### config.mk
export PLATFORM = sky130hd
export DESIGN_NAME = load_cell_adc_reader_top
export DESIGN_NICKNAME = d
export VERILOG_FILES = /design/src/rtl/core/lcar_pkg.sv /design/src/rtl/core/lcar_div.sv /design/src/rtl/core/load_cell_adc_reader_top.sv
export SDC_FILE = /design/constraint.sdc
export NUM_CORES = 1
export LEC_CHECK = 0
export ABC_AREA = 1
export BUFFER_PORTS_ARGS = -buffer_cell sky130_fd_sc_hd__buf_2
export CORE_MARGIN = 2
export CORE_UTILIZATION = 55
export CTS_CLUSTER_DIAMETER = 60
export DETAILED_ROUTE_END_ITERATION = 6
export PLACE_DENSITY = 0.72
export SLEW_MARGIN = 20
export SYNTH_ARGS = -nofsm -noshare
export SYNTH_HDL_FRONTEND = slang
export SYNTH_HIERARCHICAL = 1
export SYNTH_SLANG_ARGS = --single-unit
### constraint.sdc
create_clock -name i_clk -period 8.9 [get_ports i_clk]
set_clock_uncertainty 0.1 [all_clocks]
set_input_delay 0.445 -clock i_clk [delete_from_list [all_inputs] [get_ports i_clk]]
set_output_delay 0.445 -clock i_clk [all_outputs]
set_load 0.01 [all_outputs]
### src/rtl/core/lcar_pkg.sv
// Shared constants, codes and types of the load-cell converter reader.
package lcar_pkg;

    localparam int SAMPLE_BITS = 24;
    localparam int SUM_W       = 32;
    localparam int CNT_W       = 8;
    localparam int DIVISOR_W   = CNT_W + 1;
    localparam int TMO_W       = 24;
    localparam int AVG_W       = 24;
    localparam int NET_W       = AVG_W + 1;
    localparam int BITC_W      = 5;
    localparam int CFG_IDX_W   = 2;
    localparam int CFG_DATA_W  = 24;
    localparam int IN_DATA_W   = 8;
    localparam int IN_USER_W   = 2;
    localparam int OUT_DATA_W  = 56;
    localparam int OUT_USER_W  = 1;

    localparam logic [1:0] MODE_TARE    = 2'd1;
    localparam logic [1:0] MODE_MEASURE = 2'd2;

    localparam logic [CFG_IDX_W-1:0] CFG_TARE_SAMPLES    = 2'd0;
    localparam logic [CFG_IDX_W-1:0] CFG_MEASURE_SAMPLES = 2'd1;
    localparam logic [CFG_IDX_W-1:0] CFG_READY_TIMEOUT   = 2'd2;

    localparam logic [CNT_W-1:0] TARE_SAMPLES_RST    = 8'd10;
    localparam logic [CNT_W-1:0] MEASURE_SAMPLES_RST = 8'd5;
    localparam logic [TMO_W-1:0] READY_TIMEOUT_RST   = 24'd1000000;

    typedef struct packed {
        logic                 start;
        logic [SUM_W-1:0]     dividend;
        logic [DIVISOR_W-1:0] divisor;
    } t_div_req;

    typedef struct packed {
        logic             done;
        logic [AVG_W-1:0] quotient;
    } t_div_rsp;

endpackage

### src/rtl/core/lcar_div.sv
// Bit-serial signed divider that forms the run average, truncating toward zero.
module lcar_div (
    input  logic              i_clk,
    input  logic              i_rst_n,
    input  lcar_pkg::t_div_req i_req,
    output lcar_pkg::t_div_rsp o_rsp
);

    typedef enum logic [1:0] {
        D_IDLE,
        D_RUN,
        D_FIX
    } t_dstate;

    t_dstate                          r_state;
    logic [lcar_pkg::SUM_W-1:0]       r_acc;
    logic [lcar_pkg::DIVISOR_W-1:0]   r_rem;
    logic [lcar_pkg::DIVISOR_W-1:0]   r_den;
    logic                             r_neg;
    logic [4:0]                       r_cnt;
    logic                             r_done;
    logic [lcar_pkg::AVG_W-1:0]       r_quot;

    logic [lcar_pkg::DIVISOR_W:0]     w_trial;
    logic                             w_ge;
    logic [lcar_pkg::DIVISOR_W-1:0]   n_rem;
    logic [lcar_pkg::DIVISOR_W:0]     w_diff;

    always_comb begin
        w_trial = {r_rem, r_acc[lcar_pkg::SUM_W-1]};
        w_ge    = (w_trial >= {1'b0, r_den});
        w_diff  = w_trial - {1'b0, r_den};
        n_rem   = w_ge ? w_diff[lcar_pkg::DIVISOR_W-1:0] : w_trial[lcar_pkg::DIVISOR_W-1:0];
    end

    always_ff @(posedge i_clk) begin
        if (!i_rst_n) begin
            r_state <= D_IDLE;
            r_done  <= 1'b0;
        end else begin
            case (r_state)
                D_IDLE: begin
                    r_done <= 1'b0;
                    if (i_req.start) begin
                        r_acc   <= i_req.dividend[lcar_pkg::SUM_W-1] ?
                                   (~i_req.dividend + 1'b1) : i_req.dividend;
                        r_neg   <= i_req.dividend[lcar_pkg::SUM_W-1];
                        r_den   <= i_req.divisor;
                        r_rem   <= '0;
                        r_cnt   <= '0;
                        r_state <= D_RUN;
                    end
                end
                D_RUN: begin
                    r_rem <= n_rem;
                    r_acc <= {r_acc[lcar_pkg::SUM_W-2:0], w_ge};
                    r_cnt <= r_cnt + 5'd1;
                    if (r_cnt == 5'(lcar_pkg::SUM_W - 1)) begin
                        r_state <= D_FIX;
                    end
                end
                D_FIX: begin
                    r_quot  <= r_neg ? (~r_acc[lcar_pkg::AVG_W-1:0] + 1'b1)
                                     : r_acc[lcar_pkg::AVG_W-1:0];
                    r_done  <= 1'b1;
                    r_state <= D_IDLE;
                end
                default: begin
                    r_done  <= 1'b0;
                    r_state <= D_IDLE;
                end
            endcase
        end
    end

    assign o_rsp.done     = r_done;
    assign o_rsp.quotient = r_quot;

endmodule

### src/rtl/core/load_cell_adc_reader_top.sv
// Load-cell converter serial reader: tick sequencer, averaging, tare and output stage.
//
// Each request on the s_axis channel is one time-base tick: tuser carries the mode
// (plain tick, start tare run, start measurement run) and tdata bit 0 the sampled
// data-pin level. Every tick yields exactly one result on m_axis with the serial
// clock level to drive and the run status flags; a run that finishes also carries
// the average and, for measurement runs, the net value against the stored tare.
// A plain tick's result is registered and shows in the cycle after the tick is taken.
// The tick that completes a run gets its result from the bit-serial divider (load,
// one quotient bit per cycle over the 32-bit sum, sign fix); no tick is taken meanwhile.
// The result sits in an output register: a new tick is taken while the previous
// result is being taken in the same cycle, and when the receiver stalls the result
// holds and s_axis_tready stays low until it is taken. The configuration port
// writes the sample counts and the ready timeout; the user must write it only while
// the block is idle; the block does not enforce this. Synchronous active-low reset
// returns the sequencer to idle, clears the tare, loads the default register values.
module load_cell_adc_reader_top (
    input  logic                                i_clk,
    input  logic                                i_rst_n,
    input  logic                                s_axis_tvalid,
    output logic                                s_axis_tready,
    input  logic [lcar_pkg::IN_DATA_W-1:0]      s_axis_tdata,  // [0] data_level
    input  logic [lcar_pkg::IN_USER_W-1:0]      s_axis_tuser,  // [1:0] mode
    output logic                                m_axis_tvalid,
    input  logic                                m_axis_tready,
    // [0] clock_level, [1] busy_res, [2] done_res, [3] timed_out,
    // [27:4] average, [52:28] net, [55:53] zero
    output logic [lcar_pkg::OUT_DATA_W-1:0]     m_axis_tdata,
    output logic [lcar_pkg::OUT_USER_W-1:0]     m_axis_tuser,  // [0] was_tare
    input  logic                                i_cfg_we,
    input  logic [lcar_pkg::CFG_IDX_W-1:0]      i_cfg_index,
    input  logic [lcar_pkg::CFG_DATA_W-1:0]     i_cfg_wdata
);

    typedef enum logic [1:0] {
        PH_IDLE,
        PH_WAIT,
        PH_HIGH,
        PH_SAMPLE
    } t_phase;

    t_phase                              r_phase;
    logic [lcar_pkg::BITC_W-1:0]         r_bitc;
    logic [lcar_pkg::SAMPLE_BITS-1:0]    r_shift;
    logic [lcar_pkg::SUM_W-1:0]          r_sum;
    logic [lcar_pkg::CNT_W-1:0]          r_cnt;
    logic [lcar_pkg::TMO_W-1:0]          r_wait;
    logic [lcar_pkg::AVG_W-1:0]          r_tare;
    logic                                r_doing_tare;
    logic                                r_div_busy;

    logic [lcar_pkg::CNT_W-1:0]          r_tare_samples;
    logic [lcar_pkg::CNT_W-1:0]          r_meas_samples;
    logic [lcar_pkg::TMO_W-1:0]          r_timeout;

    logic                                r_out_valid;
    logic [lcar_pkg::OUT_DATA_W-1:0]     r_out_data;
    logic                                r_out_user;

    t_phase                              n_phase;
    logic [lcar_pkg::BITC_W-1:0]         n_bitc;
    logic [lcar_pkg::SAMPLE_BITS-1:0]    n_shift;
    logic [lcar_pkg::SUM_W-1:0]          n_sum;
    logic [lcar_pkg::CNT_W-1:0]          n_cnt;
    logic [lcar_pkg::TMO_W-1:0]          n_wait;
    logic                                n_doing_tare;

    logic                                w_accept;
    logic [1:0]                          w_mode;
    logic                                w_d;
    logic                                w_clk;
    logic                                w_tmo;
    logic                                w_wt;
    logic                                w_finish;
    logic [lcar_pkg::CNT_W-1:0]          w_target;
    logic [lcar_pkg::SUM_W-1:0]          w_sample;
    logic [lcar_pkg::NET_W-1:0]          w_net;

    lcar_pkg::t_div_req                  w_div_req;
    lcar_pkg::t_div_rsp                  w_div_rsp;

    assign s_axis_tready = !r_div_busy && (!r_out_valid || m_axis_tready);
    assign w_accept      = s_axis_tvalid && s_axis_tready;
    assign w_mode        = s_axis_tuser[1:0];
    assign w_d           = s_axis_tdata[0];

    always_comb begin
        n_phase      = r_phase;
        n_bitc       = r_bitc;
        n_shift      = r_shift;
        n_sum        = r_sum;
        n_cnt        = r_cnt;
        n_wait       = r_wait;
        n_doing_tare = r_doing_tare;
        w_clk        = 1'b0;
        w_tmo        = 1'b0;
        w_wt         = 1'b0;
        w_finish     = 1'b0;
        w_target     = r_doing_tare ? r_tare_samples : r_meas_samples;
        w_sample     = '0;
        case (r_phase)
            PH_IDLE: begin
                if (w_mode == lcar_pkg::MODE_TARE || w_mode == lcar_pkg::MODE_MEASURE) begin
                    n_doing_tare = (w_mode == lcar_pkg::MODE_TARE);
                    n_sum        = '0;
                    n_cnt        = '0;
                    n_wait       = '0;
                    n_bitc       = '0;
                    n_shift      = '0;
                    n_phase      = PH_WAIT;
                end
            end
            PH_WAIT: begin
                if (!w_d) begin
                    w_clk   = 1'b1;
                    n_bitc  = '0;
                    n_shift = '0;
                    n_phase = PH_SAMPLE;
                end else begin
                    n_wait = r_wait + 1'b1;
                    if (n_wait >= r_timeout || n_wait == '0) begin
                        w_tmo   = 1'b1;
                        w_wt    = r_doing_tare;
                        n_phase = PH_IDLE;
                    end
                end
            end
            PH_HIGH: begin
                w_clk   = 1'b1;
                n_phase = PH_SAMPLE;
            end
            PH_SAMPLE: begin
                n_shift = {r_shift[lcar_pkg::SAMPLE_BITS-2:0], w_d};
                n_bitc  = r_bitc + 1'b1;
                if (n_bitc >= lcar_pkg::BITC_W'(lcar_pkg::SAMPLE_BITS)) begin
                    w_sample = {{(lcar_pkg::SUM_W - lcar_pkg::SAMPLE_BITS)
                                 {n_shift[lcar_pkg::SAMPLE_BITS-1]}}, n_shift};
                    n_sum    = r_sum + w_sample;
                    n_cnt    = r_cnt + 1'b1;
                    n_bitc   = '0;
                    if (n_cnt >= w_target || n_cnt == '0) begin
                        w_finish = 1'b1;
                        n_phase  = PH_IDLE;
                    end else begin
                        n_wait  = '0;
                        n_phase = PH_WAIT;
                    end
                end else begin
                    n_phase = PH_HIGH;
                end
            end
            default: begin
                n_phase = PH_IDLE;
            end
        endcase
    end

    assign w_div_req.start    = w_accept && w_finish;
    assign w_div_req.dividend = n_sum;
    assign w_div_req.divisor  = {n_cnt == '0, n_cnt};

    lcar_div u_div (
        .i_clk   (i_clk),
        .i_rst_n (i_rst_n),
        .i_req   (w_div_req),
        .o_rsp   (w_div_rsp)
    );

    assign w_net = {w_div_rsp.quotient[lcar_pkg::AVG_W-1], w_div_rsp.quotient}
                 - {r_tare[lcar_pkg::AVG_W-1], r_tare};

    always_ff @(posedge i_clk) begin
        if (!i_rst_n) begin
            r_phase        <= PH_IDLE;
            r_bitc         <= '0;
            r_shift        <= '0;
            r_sum          <= '0;
            r_cnt          <= '0;
            r_wait         <= '0;
            r_tare         <= '0;
            r_doing_tare   <= 1'b0;
            r_div_busy     <= 1'b0;
            r_out_valid    <= 1'b0;
            r_tare_samples <= lcar_pkg::TARE_SAMPLES_RST;
            r_meas_samples <= lcar_pkg::MEASURE_SAMPLES_RST;
            r_timeout      <= lcar_pkg::READY_TIMEOUT_RST;
        end else begin
            if (i_cfg_we) begin
                case (i_cfg_index)
                    lcar_pkg::CFG_TARE_SAMPLES:
                        r_tare_samples <= i_cfg_wdata[lcar_pkg::CNT_W-1:0];
                    lcar_pkg::CFG_MEASURE_SAMPLES:
                        r_meas_samples <= i_cfg_wdata[lcar_pkg::CNT_W-1:0];
                    lcar_pkg::CFG_READY_TIMEOUT:
                        r_timeout <= i_cfg_wdata[lcar_pkg::TMO_W-1:0];
                    default: begin
                    end
                endcase
            end

            if (w_accept) begin
                r_phase      <= n_phase;
                r_bitc       <= n_bitc;
                r_shift      <= n_shift;
                r_sum        <= n_sum;
                r_cnt        <= n_cnt;
                r_wait       <= n_wait;
                r_doing_tare <= n_doing_tare;
            end

            if (w_div_rsp.done) begin
                r_div_busy  <= 1'b0;
                r_out_valid <= 1'b1;
                r_out_user  <= r_doing_tare;
                if (r_doing_tare) begin
                    r_tare     <= w_div_rsp.quotient;
                    r_out_data <= {3'b000, {lcar_pkg::NET_W{1'b0}}, w_div_rsp.quotient,
                                   1'b0, 1'b1, 1'b0, 1'b0};
                end else begin
                    r_out_data <= {3'b000, w_net, w_div_rsp.quotient,
                                   1'b0, 1'b1, 1'b0, 1'b0};
                end
            end else if (w_accept && w_finish) begin
                r_div_busy  <= 1'b1;
                r_out_valid <= 1'b0;
            end else if (w_accept) begin
                r_out_valid <= 1'b1;
                r_out_data  <= {3'b000, {lcar_pkg::NET_W{1'b0}}, {lcar_pkg::AVG_W{1'b0}},
                                w_tmo, 1'b0, n_phase != PH_IDLE, w_clk};
                r_out_user  <= w_wt;
            end else if (r_out_valid && m_axis_tready) begin
                r_out_valid <= 1'b0;
            end
        end
    end

    assign m_axis_tvalid = r_out_valid;
    assign m_axis_tdata  = r_out_data;
    assign m_axis_tuser  = r_out_user;

endmodule
==> results.sh <==
export IMPL_pin_count=100
export IMPL_synth_area_um2=18900
export IMPL_num_rows=67
export IMPL_drt_drc_violations_left=0
export IMPL_finalSetupViolations=0
export IMPL_htreeDepth=2
export IMPL_clock_fmax_mhz=208
export IMPL_synth_top_cell_area_share_pct=21.3
export IMPL_powerDensity_nw_per_um2=165
export IMPL_nNetsFinal=2814
export IMPL_first_pass_iters=6
export IMPL_cts_sinks=298
export IMPL_cts_resized=0
export IMPL_drt_total_wl_um=47700
export IMPL_design_area_um2=20900
export IMPL_synth_yosys_seq_area_share_pct=38.7
export IMPL_die_area_um2=35800
export IMPL_rsz0062_at_grt="no"
export IMPL_end_kind="flip-flop"
export IMPL_final_max_slew_violation_count=0
export IMPL_grt_pass1_vias=15800
export IMPL_layout_drive_gt1_share_pct=8.89
export IMPL_leakagePower_nw=9.53
export IMPL_worst_pin_slew_ns=1.14
export IMPL_post_route_period_util_pct=53.9
export IMPL_final_hold_violation_count=0
export IMPL_port_buffers=89
export IMPL_synth_warnings=6
export IMPL_num_vias=17100
export IMPL_clk_pin_slew_worst_paths_ns=0.06
export IMPL_start_util_pct=56.0
export IMPL_dp_hpwl_um=35300
export IMPL_clk_latency_ns=0.55
export IMPL_avgSynthCellArea_um2=7.27
export IMPL_arrival_ns=4.97
export IMPL_crit_path_start_kind="flip-flop"
export IMPL_clk_path_buf_depth=3
export IMPL_min_path_type="input pin to flip-flop"
export IMPL_path_class="flip-flop to flip-flop"
export IMPL_grt_pass1_wl_um=77800
export IMPL_antenna_found_initial=0
export IMPL_grt_use_total_pct=26.6
export IMPL_root_buffer="clkbuf_16"
export IMPL_synth_cells=2596
export IMPL_placed_area_um2=19600
export IMPL_place_worst_setup_slack_ns=4.18
export IMPL_synth_seq_cells=298
export IMPL_cts_tree="yes"
export IMPL_fill_cells=3091
export IMPL_place_congestion=0.925
export IMPL_wire_per_inst_um=15.2
export IMPL_cap_violations=0
export IMPL_final_core_util_pct=62.1
export IMPL_grt_max_degree=95
export IMPL_avgViaCountPerCell=5.47
export IMPL_slew_headroom_pct=24.0
export IMPL_reg2reg_slack_ns=4.10
export IMPL_min_period_ns=4.80
export IMPL_overflow=0
export IMPL_critPathRequiredTime_ns=9.08
export IMPL_vdd_drop_max_mv=0.168
export IMPL_drtIter0Drc=1076
export IMPL_cts_made_buffers=36
export IMPL_synth_area_top_cells="edfxtp_1 21%, dfxtp_1 17%, nand2_1 12%, ha_1 7.4%, inv_1 7.4%"
export IMPL_status="finished clean"
export IMPL_synth_top_area_cell="edfxtp_1"
export IMPL_postLayoutSetupSlackWorst_ns=4.10
export IMPL_dieWidth_um=189
export IMPL_fin_tns_setup_ns=0
export IMPL_diodes=0
export IMPL_core_area_um2=33700
export IMPL_synth_cell_types=54
export IMPL_power_total_mw=3.46
export IMPL_antenna_left=0
export IMPL_area_delta_synth_final_pct=10.8
export IMPL_cp_max_fo=25
export IMPL_dieHeight_um=189
[layer usage]
metal	GRT usage, %	vias to the layer above	routed length, µm
met1	35.3	7887	21800
li1	-	8722	-
met3	3.13	109	2380
met2	45.0	422	22100
met4	9.15	0	1420
met5	0	-	0
[cells in the final DEF (no fill, tap or decap), types with 11 or more instances in the layout]
master,count
nand3b_1,13
a211oi_1,17
nand3_1,169
nor3_1,22
a21oi_1,268
nor2_1,229
nand2_1,582
o21ai_1,11
dfxtp_1,164
edfxtp_1,134
xor2_1,35
o21a_1,12
o211ai_1,19
nor2_2,15
nand4_1,27
inv_1,369
o21ai_0,193
ha_1,111
clkbuf_16,39
buf_2,89
[final timing paths]
kind                                         to      startpoint  depth (start not counted)
worst max-delay path            u_div/r_acc[17]      r_phase[1]                         16
worst min-delay path               r_timeout[9]  i_cfg_wdata[9]                          3
worst max register to register  u_div/r_acc[17]      r_phase[1]                         16
worst min register to register  u_div/r_quot[0]  u_div/r_acc[0]                          0
[logic make-up after synthesis]
| group | after synthesis | share of synthesized area, % |
|---|---|---|
| compound gates | 570 | 16.6 |
| xor+xnor | 41 | 1.90 |
| buf+inv | 462 | 9.57 |
| other cells | 1 | 0.0199 |
| mux | 7 | 0.371 |
| flops | 298 | 38.7 |
| simple gates | 1103 | 25.2 |
| fa+ha+maj | 114 | 7.67 |
[cells in the mapped netlist (all sizes together)]
master,n
nand4,27
o22ai,7
o31ai,3
a21oi,268
nor4,4
fa,3
nor3,26
a21o,6
o21ai,207
o21a,12
mux2i,7
buf,26
nand3,177
nor2,254
a31oi,3
a211oi,21
o21bai,9
conb,1
a21boi,6
nand3b,13
a31o,2
inv,380
ha,111
o2111ai,1
or2,6
xnor2,6
clkbuf,52
a211o,1
o211ai,19
edfxtp,134
clkinv,4
xor2,35
dfxtp,164
a22oi,5
nand2,596
[flip-flops by register name, summed over array words and instances, names as in the netlist, 5 cells and up]
signal and flops:
m_axis_tdata 53, r_bitc 5, r_cnt 8, r_meas_samples 8, r_shift 23, r_sum 32, r_tare 24, r_tare_samples 8
r_timeout 24, r_wait 24, u_div/r_acc 32, u_div/r_cnt 5, u_div/r_den 9, u_div/r_quot 24, u_div/r_rem 9
[per-stage QoR]
stage	hold WS [ns]	std cells
6_report	0.0184	3135
2_1_floorplan	0.326	2598
5_1_grt	0.0389	3135
3_5_place_dp	0.337	3067
4_1_cts	0.00156	3135
3_3_place_gp	0.338	3067
[critical path: stages, from the launching register on]
cell and delay (ns):
dfxtp_1 0.45, ha_1 0.81, inv_1 0.25, nor2_2 0.26, clkinv_1 0.53, nor2_4 0.45, inv_1 0.24, o22ai_1 0.46
inv_1 0.09, nand2_1 0.08, nor2_1 0.05, nand3_1 0.06, nand2_1 0.26, nand2_1 0.18, nand2_1 0.06, nand3_1 0.10
o21ai_0 0.09
[report_power, final]
part           leakage (nW)  internal (mW)  total (mW)  switching (mW)
Sequential             2.64           1.47        1.50          0.0332
Clock                 0.622          0.931        1.53           0.604
Combinational          6.27          0.138       0.419           0.281
Total                  9.53           2.54        3.46           0.918
[layout make-up]
cell class | instances | area, µm² | share of cell area (%)
multi-input cells | 1838 | 9810 | 46.9
inverters | 384 | 1450 | 6.91
clock inverters | 19 | 204 | 0.975
clock buffers | 47 | 1060 | 5.05
flip-flops and latches | 298 | 7310 | 34.9
well taps | 448 | 561 | 2.68
repair buffers | 101 | 541 | 2.58
[timing repair]
item,CTS,global route
buffers inserted,0,0
hold buffers,2,0
hold endpoints to repair,2,0
(Power assumes the default switching activity.)
